## src/hw/rtl/dmg_pkg.sv

```systemverilog
// ----------------------------------------------------------------------------
// dmg_pkg: shared types, constants and functions of the maze generator
// Holds the datapath command and status structs, request codes, the
// direction table and the random number helpers.
// ----------------------------------------------------------------------------
package dmg_pkg;

    // Default sizes for the top-level parameters
    localparam int DEF_MAX_WIDTH   = 64;
    localparam int DEF_MAX_HEIGHT  = 64;
    localparam int DEF_STACK_DEPTH = 1024;

    // Configuration port
    localparam int CFG_IDX_W  = 2;
    localparam int CFG_DATA_W = 10;
    localparam logic [CFG_IDX_W-1:0] CFG_MAZE_WIDTH  = 2'd0;
    localparam logic [CFG_IDX_W-1:0] CFG_MAZE_HEIGHT = 2'd1;
    localparam logic [CFG_IDX_W-1:0] CFG_HOLE_RATE   = 2'd2;
    localparam int SIZE_W     = 7;
    localparam int RATE_W     = 10;
    localparam logic [SIZE_W-1:0] SIZE_RESET = 7'd31;
    localparam logic [SIZE_W-1:0] SIZE_MIN   = 7'd5;
    localparam logic [RATE_W-1:0] RATE_MAX   = 10'd1000;

    // Payload widths
    localparam int SEED_W  = 32;
    localparam int COORD_W = 6;

    // Request and response codes
    localparam logic REQ_GENERATE = 1'b0;
    localparam logic REQ_READ     = 1'b1;
    localparam logic RESP_GEN     = 1'b0;
    localparam logic RESP_READ    = 1'b1;

    // Iterative divider: 32-bit dividend, narrow divisor
    localparam int DIVN_W = 32;
    localparam int DIV_W  = 10;

    // Direction codes: low nibble is dx+1, high nibble is dy+1
    localparam logic [7:0] DIR_CODES [4] = '{8'h10, 8'h12, 8'h01, 8'h21};

    // Datapath operations
    typedef enum logic [4:0] {
        OP_NONE,
        OP_GEN_START,
        OP_CLR,
        OP_OPEN_START,
        OP_SHUF,
        OP_PROBE,
        OP_OPEN_MID,
        OP_OPEN_DST,
        OP_POP_RD,
        OP_POP_LOAD,
        OP_HMUL1,
        OP_HMUL2,
        OP_DIVK,
        OP_KLOAD,
        OP_HSEL,
        OP_DIVX,
        OP_XLOAD,
        OP_DIVY,
        OP_YWRITE,
        OP_READ
    } t_dp_op;

    typedef struct packed {
        t_dp_op     op;
        logic [1:0] idx;    // shuffle slot or probe slot
    } t_dp_cmd;

    typedef struct packed {
        logic clr_last;
        logic probe_hit;
        logic stack_empty;
        logic div_busy;
        logic k_zero;
        logic rd_wall;
    } t_dp_stat;

    // One xorshift32 step
    function automatic logic [31:0] xorshift32(input logic [31:0] w);
        logic [31:0] t;
        t = w ^ (w << 13);
        t = t ^ (t >> 17);
        t = t ^ (t << 5);
        return t;
    endfunction

    // v mod 3 by folding base-4 digits (4^k is 1 mod 3)
    function automatic logic [1:0] mod3_32(input logic [31:0] v);
        logic [5:0] s;
        logic [3:0] s2;
        s = '0;
        for (int i = 0; i < 16; i++) begin
            s = s + 6'(v[2*i +: 2]);
        end
        s2 = 4'(s[1:0]) + 4'(s[3:2]) + 4'(s[5:4]);
        if (s2 >= 4'd6) begin
            s2 = s2 - 4'd6;
        end else if (s2 >= 4'd3) begin
            s2 = s2 - 4'd3;
        end
        return s2[1:0];
    endfunction

endpackage

```

## src/hw/rtl/dmg_ctrl.sv

```systemverilog
// ----------------------------------------------------------------------------
// dmg_ctrl: request sequencer
// State machine that steps the datapath through grid clear, carving walk,
// backtracking, hole punching and cell reads, and holds the response item.
// ----------------------------------------------------------------------------
module dmg_ctrl
    import dmg_pkg::*;
(
    input  logic     i_clk,
    input  logic     i_rst_n,
    input  logic     i_in_valid,
    input  logic     i_req_type,
    output logic     o_in_ready,
    input  logic     i_out_ready,
    output logic     o_out_valid,
    output logic     o_resp_kind,
    output logic     o_cell_is_wall,
    output t_dp_cmd  o_cmd,
    input  t_dp_stat i_stat
);

    typedef enum logic [4:0] {
        S_IDLE, S_CLR, S_OPEN0, S_SHUF3, S_SHUF2, S_SHUF1, S_PROBE, S_CHK,
        S_MID, S_DST, S_POP, S_POPLD, S_HM1, S_HM2, S_DIVK, S_KLD,
        S_HCHK, S_HSEL, S_DIVX, S_WAITX, S_XLD, S_DIVY, S_WAITY, S_YWR,
        S_RDANS, S_GENANS
    } t_state;

    t_state     r_state;
    logic [1:0] r_dir;
    logic       r_out_valid, r_out_kind, r_out_wall;
    logic       accept;

    assign o_in_ready     = (r_state == S_IDLE) && !r_out_valid;
    assign accept         = o_in_ready && i_in_valid;
    assign o_out_valid    = r_out_valid;
    assign o_resp_kind    = r_out_kind;
    assign o_cell_is_wall = r_out_wall;

    // Command decode
    always_comb begin
        o_cmd.idx = r_dir;
        unique case (r_state)
            S_IDLE: begin
                if (!accept) begin
                    o_cmd.op = OP_NONE;
                end else if (i_req_type == REQ_GENERATE) begin
                    o_cmd.op = OP_GEN_START;
                end else begin
                    o_cmd.op = OP_READ;
                end
            end
            S_CLR:   o_cmd.op = OP_CLR;
            S_OPEN0: o_cmd.op = OP_OPEN_START;
            S_SHUF3: begin
                o_cmd.op  = OP_SHUF;
                o_cmd.idx = 2'd3;
            end
            S_SHUF2: begin
                o_cmd.op  = OP_SHUF;
                o_cmd.idx = 2'd2;
            end
            S_SHUF1: begin
                o_cmd.op  = OP_SHUF;
                o_cmd.idx = 2'd1;
            end
            S_PROBE: o_cmd.op = OP_PROBE;
            S_MID:   o_cmd.op = OP_OPEN_MID;
            S_DST:   o_cmd.op = OP_OPEN_DST;
            S_POP:   o_cmd.op = OP_POP_RD;
            S_POPLD: o_cmd.op = OP_POP_LOAD;
            S_HM1:   o_cmd.op = OP_HMUL1;
            S_HM2:   o_cmd.op = OP_HMUL2;
            S_DIVK:  o_cmd.op = OP_DIVK;
            S_KLD:   o_cmd.op = OP_KLOAD;
            S_HSEL:  o_cmd.op = OP_HSEL;
            S_DIVX:  o_cmd.op = OP_DIVX;
            S_XLD:   o_cmd.op = OP_XLOAD;
            S_DIVY:  o_cmd.op = OP_DIVY;
            S_YWR:   o_cmd.op = OP_YWRITE;
            default: o_cmd.op = OP_NONE;
        endcase
    end

    // State and response register
    always_ff @(posedge i_clk) begin
        if (!i_rst_n) begin
            r_state     <= S_IDLE;
            r_dir       <= '0;
            r_out_valid <= 1'b0;
            r_out_kind  <= RESP_GEN;
            r_out_wall  <= 1'b0;
        end else begin
            if (r_out_valid && i_out_ready) begin
                r_out_valid <= 1'b0;
            end
            unique case (r_state)
                S_IDLE: begin
                    if (accept) begin
                        r_state <= (i_req_type == REQ_GENERATE) ? S_CLR : S_RDANS;
                    end
                end
                S_CLR: begin
                    if (i_stat.clr_last) begin
                        r_state <= S_OPEN0;
                    end
                end
                S_OPEN0: r_state <= S_SHUF3;
                S_SHUF3: r_state <= S_SHUF2;
                S_SHUF2: r_state <= S_SHUF1;
                S_SHUF1: begin
                    r_dir   <= '0;
                    r_state <= S_PROBE;
                end
                S_PROBE: r_state <= S_CHK;
                // take the first in-bounds neighbor still walled, else backtrack or finish
                S_CHK: begin
                    if (i_stat.probe_hit) begin
                        r_state <= S_MID;
                    end else if (r_dir == 2'd3) begin
                        r_state <= i_stat.stack_empty ? S_HM1 : S_POP;
                    end else begin
                        r_dir   <= r_dir + 1'b1;
                        r_state <= S_PROBE;
                    end
                end
                S_MID:   r_state <= S_DST;
                S_DST:   r_state <= S_SHUF3;
                S_POP:   r_state <= S_POPLD;
                S_POPLD: r_state <= S_SHUF3;
                S_HM1:   r_state <= S_HM2;
                S_HM2:   r_state <= S_DIVK;
                S_DIVK:  r_state <= S_KLD;
                S_KLD:   r_state <= S_HCHK;
                S_HCHK:  r_state <= i_stat.k_zero ? S_GENANS : S_HSEL;
                S_HSEL:  r_state <= S_DIVX;
                S_DIVX:  r_state <= S_WAITX;
                S_WAITX: begin
                    if (!i_stat.div_busy) begin
                        r_state <= S_XLD;
                    end
                end
                S_XLD:   r_state <= S_DIVY;
                S_DIVY:  r_state <= S_WAITY;
                S_WAITY: begin
                    if (!i_stat.div_busy) begin
                        r_state <= S_YWR;
                    end
                end
                S_YWR:   r_state <= S_HCHK;
                S_RDANS: begin
                    r_out_valid <= 1'b1;
                    r_out_kind  <= RESP_READ;
                    r_out_wall  <= i_stat.rd_wall;
                    r_state     <= S_IDLE;
                end
                S_GENANS: begin
                    r_out_valid <= 1'b1;
                    r_out_kind  <= RESP_GEN;
                    r_out_wall  <= 1'b0;
                    r_state     <= S_IDLE;
                end
                default: r_state <= S_IDLE;
            endcase
        end
    end

    // Checks
    a_hit_opens: assert property (@(posedge i_clk) disable iff (!i_rst_n)
        (r_state == S_CHK && i_stat.probe_hit) |=> (r_state == S_MID))
        else $error("carve step lost after hit");
    a_resp_from_ans: assert property (@(posedge i_clk) disable iff (!i_rst_n)
        $rose(r_out_valid) |-> ($past(r_state) == S_RDANS || $past(r_state) == S_GENANS))
        else $error("response raised outside answer state");
    a_gen_resp_open: assert property (@(posedge i_clk) disable iff (!i_rst_n)
        (r_out_valid && r_out_kind == RESP_GEN) |-> !r_out_wall)
        else $error("generate response carries wall bit");

endmodule

```

## config.mk

```make
export PLATFORM = sky130hd
export DESIGN_NAME = dmg_ctrl
export DESIGN_NICKNAME = d
export VERILOG_FILES = /design/src/hw/rtl/dmg_pkg.sv /design/src/hw/rtl/dmg_ctrl.sv
export SDC_FILE = /design/constraint.sdc
export NUM_CORES = 1
export LEC_CHECK = 0
export BUFFER_PORTS_ARGS = -buffer_cell sky130_fd_sc_hd__buf_2
export CORE_ASPECT_RATIO = 1.1
export CORE_MARGIN = 3
export CORE_UTILIZATION = 50
export CTS_CLUSTER_DIAMETER = 120
export DETAILED_ROUTE_END_ITERATION = 16
export GPL_ROUTABILITY_DRIVEN = 0
export PLACE_DENSITY = 0.76
export SLEW_MARGIN = 25
export SYNTH_ARGS = -nofsm -noshare
export SYNTH_HDL_FRONTEND = slang
export SYNTH_SLANG_ARGS = --single-unit
```

## constraint.sdc

```tcl
create_clock -name i_clk -period 2.85 [get_ports i_clk]
set_input_delay 0.1425 -clock i_clk [delete_from_list [all_inputs] [get_ports i_clk]]
set_output_delay 0.1425 -clock i_clk [all_outputs]
set_load 0.03 [all_outputs]
```

Word level (Yosys, flattened, before mapping)

Index checks and enable logic that the tools add are counted.

Bits in registers: 10
Input port bits: 11
Output and inout bits: 11
Logic and storage cells: 73

Add/sub/neg operators: 1
Equality and inequality tests: 32
Mux-type cells: 21
Reduce and logical (&&, ||, !) cells: 14

Operators with widths:

| cell                                                | count |
|---|---|
| case mux 5 bit (21 select lines)                    | 1 |
| case mux 5 bit (18 select lines)                    | 1 |
| equality test 5 bit, second input constant          | 10 |
| equality test 5 x 4 -> 1 bit, second input constant | 8 |
| 2-to-1 mux 5 bit                                    | 7 |
| equality test 5 x 3 -> 1 bit, second input constant | 4 |
| 2-to-1 mux 4 bit                                    | 3 |
| != test 2 bit, second input constant                | 6 |
| equality test 5 x 2 -> 1 bit, second input constant | 2 |
| case mux 2 bit (3 select lines)                     | 1 |
| nonzero test 2 bit                                  | 3 |
| OR reduction 3 bit                                  | 2 |
| equality test 5 x 1 -> 1 bit, second input constant | 1 |
| logical NOT 5 bit                                   | 1 |
| 2-to-1 mux 2 bit                                    | 2 |
| case mux 1 bit (2 select lines)                     | 2 |
| case mux 2 bit (2 select lines)                     | 1 |
| AND reduction 4 bit                                 | 1 |
| OR reduction 2 bit                                  | 2 |
| logical AND 1 bit                                   | 3 |
| 2-to-1 mux 3 bit                                    | 1 |
| AND reduction 3 bit                                 | 1 |
| adder 2 x 1 -> 2 bit, second input constant         | 1 |
| equality test 2 bit, second input constant          | 1 |
| other kinds (2)                                     | 3 |

Longest topological paths before layout

Depth after elaboration: 5
Gate-level depth with buffers: 6
Mapped depth without buffers: 5

Worst setup path before layout

Ideal clock, no wire load.

Path kind: register to output
Start: reg r_out_valid, in the netlist o_out_valid
End: out o_cmd[2] in the netlist's numbering
Arrival time: 1.577 ns
Required time: 2.707 ns
Path slack: 1.131 ns
Cell stages (with the launch flop): 5
Path buffers: 0
Path through: dfxtp_1 > nor2b_1 > a21oi_1 > a2bb2oi_1 > o31ai_1

RTL lines:

| element                  | RTL line        | source |
|---|---|---|
| start: declaration       | dmg_ctrl.sv:31  | `logic r_out_valid, r_out_kind, r_out_wall;` |
| start signal: assignment | dmg_ctrl.sv:90  | `r_out_valid <= 1'b0;` |
| start signal: assignment | dmg_ctrl.sv:95  | `r_out_valid <= 1'b0;` |
| start signal: assignment | dmg_ctrl.sv:152 | `r_out_valid <= 1'b1;` |
| end: declaration         | dmg_ctrl.sv:18  | `output t_dp_cmd o_cmd,` |

==> reports/metrics.cfg <==
[setup_path]
crit_arrival_ns = 1.81
cp_max_fo = 20
ff2ff_path_depth = 4
critPathCapture = o_cmd[4]
r2r_end = r_dir[0]
crit_chain = nand2_1 -> mux2i_1 -> xnor2_1 -> o21ai_0 -> buf_2
reg2reg_slack_ns = 1.05
cp_top_family = flip-flops
startpoint = r_state[1]
slowest_delay_ns = 0.69
cp_num_buf_inv = 1
cp.required_ns = 2.71
worstSetupStartpointType = register
r2r_start = r_state[2]
cp.depth = 5
crit_slowest_cell = dfxtp_1
end_kind = output port
path_class = reg2out

[drt]
drc_errors = 0
final_antenna_net_count = 0
routed_wl_um = 2012
firstDrtPassIters = 4
vias_per_cell = 6.106
dr.first_iter.drc_count = 22
routedWlPerCell_um = 13.32
vias = 922

[yosys]
synth_top_area_cell = dfxtp_1
synthArstFlopShare = 0
ys_ff_latch = 10
synth_edf_count = 0
yosysSeqAreaShare = 0.2279
ys.flop_type = dfxtp_1
synth-compound-area-share = 0.3205
netlist_top_cells_area = dfxtp_1, nand2_1, o21ai_0
synth.most_common_cell = nand2_1
synthSimpleGateAreaFrac = 0.2963
synth_area_um2 = 878.3
ys_top_cells_by_count = nand2_1, nor2_1, dfxtp_1, o21ai_0
synthMuxAreaShare = 0.02279
synth.avg_cell_area_um2 = 7.381
yosysTopAreaCellShare = 0.2279
synthXorXnorAreaFrac = 0.02991
syn_inst = 119
syn-num-nets = 131
synth.yosys.warnings = 0
synth_top_family_by_area = compound AO/OA/AOI/OAI gates
synth_cell_types = 44
synthAdderAreaFrac = 0.01425

[power_and_ir_drop]
power_mw = 0.9384
leakage_nw = 0.4460
ir_worst_vdd_uv = 576.8
p_per_area_nw_per_um2 = 959.1

[global_route]
grt_max_degree = 21
overflow = 0
antenna_found_initial = 0
grt_pass1_vias = 821
grt_pass1_wl_um = 3415
grt_use_total = 0.1925

[timing]
setup_violations = 0
finalSetupTns_ns = 0
fin_crit_sh = 0.6865
fmax_ghz = 0.5111
finClkSkew_ns = 0.003828
relSlewSlack = 0.5723
fin_crit_ns = 1.957
finalHoldViolations = 0
tightest_slew_ns = 0.6406
rsz0062_at_grt = false
slew_viol_final = 0

[placement]
port_buffers = 21
dpl.hpwl_um = 1559
placed_cell_area_um2 = 942.2

[clocking]
insertion_delay_ns = 0.25
cts_hold_buf = 0
cts_tree = built
cts_buffers = 3
htreeDepth = 1
postCtsSetupRepairBufs = 0
clock_sinks = 10
clk_pin_slew_ns = 0.06
cts_buffer_depth = 2
post_cts_resized = 0
cts-root-buf = clkbuf_4

[floorplan]
die_width_um = 45.96
fp.coreArea_um2 = 1614
design.die.area_um2 = 2296
num_rows = 15
start_util = 0.5442
die_y_um = 49.96
pin_count = 22

[cells_and_area]
design_area_um2 = 978.4
fin_nets = 147
drive_above_1_share = 0.2164
diodes = 0
fillers = 159
regArea_um2 = 200.2
multiInputGateArea_um2 = 600.6
area_growth_pct = 11.40

[hold_path]
hold_path_class = in2reg
hold_start = i_stat[0]

[run]
cap_violations = 0

[outcome]
status = completed

[power breakdown]
group / leakage [nW] / internal, mW / total [mW] / switching [mW]
Sequential: 0.0812 / 0.167 / 0.267 / 0.100
Combinational: 0.344 / 0.206 / 0.550 / 0.344
Clock: 0.0210 / 0.0773 / 0.121 / 0.0440
[registers in the layout (all words and copies together) (netlist names)]
| name | cells |
|---|---|
| o_out_valid | 1 |
| o_cell_is_wall | 1 |
| r_dir | 2 |
| o_resp_kind | 1 |
| r_state | 5 |
[worst min path at each step]
stage	endpoint	cells after the start
3_5_place_dp	o_cell_is_wall	3
6_report	o_cell_is_wall	3
4_1_cts	o_cell_is_wall	3
3_3_place_gp	o_cell_is_wall	3
5_1_grt	r_dir[0]	3
2_1_floorplan	o_cell_is_wall	2
[cell type report]
type / count / share of cell area
sequential: 10 / 0.2046
clock buffer: 4 / 0.03708
multi-input combinational: 95 / 0.6138
inverter: 4 / 0.01535
tap: 17 / 0.02174
timing repair buffer: 21 / 0.1074
[worst min-delay path: stages]
cell and delay (ns):
buf_2 0.10, nand3_1 0.07, a21boi_0 0.07
[layout by cell type (no fill, tap or decap), types with 3 or more instances in the layout]
| cell type | instances |
|---|---|
| nor2_1 | 12 |
| a21boi_0 | 3 |
| nor2b_1 | 5 |
| dfxtp_1 | 10 |
| nand2_1 | 15 |
| a31oi_1 | 5 |
| o21ai_0 | 10 |
| a21oi_1 | 4 |
| buf_2 | 21 |
| o211a_1 | 4 |
| clkbuf_4 | 3 |
| inv_1 | 4 |
[logic make-up (layout without fill, tap and decap cells)]
group / count (synthesis) / count (layout)
muxes: 2 / 2
and+or+nand+nor: 49 / 49
xor gates and xnor gates: 3 / 3
buffers and inverters: 14 / 29
adders and majority gates: 1 / 1
AOI/OAI and AO/OA: 40 / 40
DFF: 10 / 10
[routing by layer]
metal  track usage  vias to the layer above  routed length (um)
li1              -                      464                   -
met1        0.2633                      434                 908
met2        0.3096                       22                1009
met3       0.01460                        2                  81
met4       0.06161                        0                  12
met5             0                        -                   0
[through the flow]
stage               hold slack [ns]  instances    util  worst slack [ns]
CTS                          0.1660        151  0.6062            0.8792
floorplan                    0.3135        119       -             1.131
finish                       0.1675        151  0.6062            0.8934
detailed placement           0.4430        147  0.5837             1.086
global route                 0.2089        151  0.6062            0.6992
global placement             0.4330        147  0.5837             1.174
No activity file was read; power rests on OpenSTA's default activity.
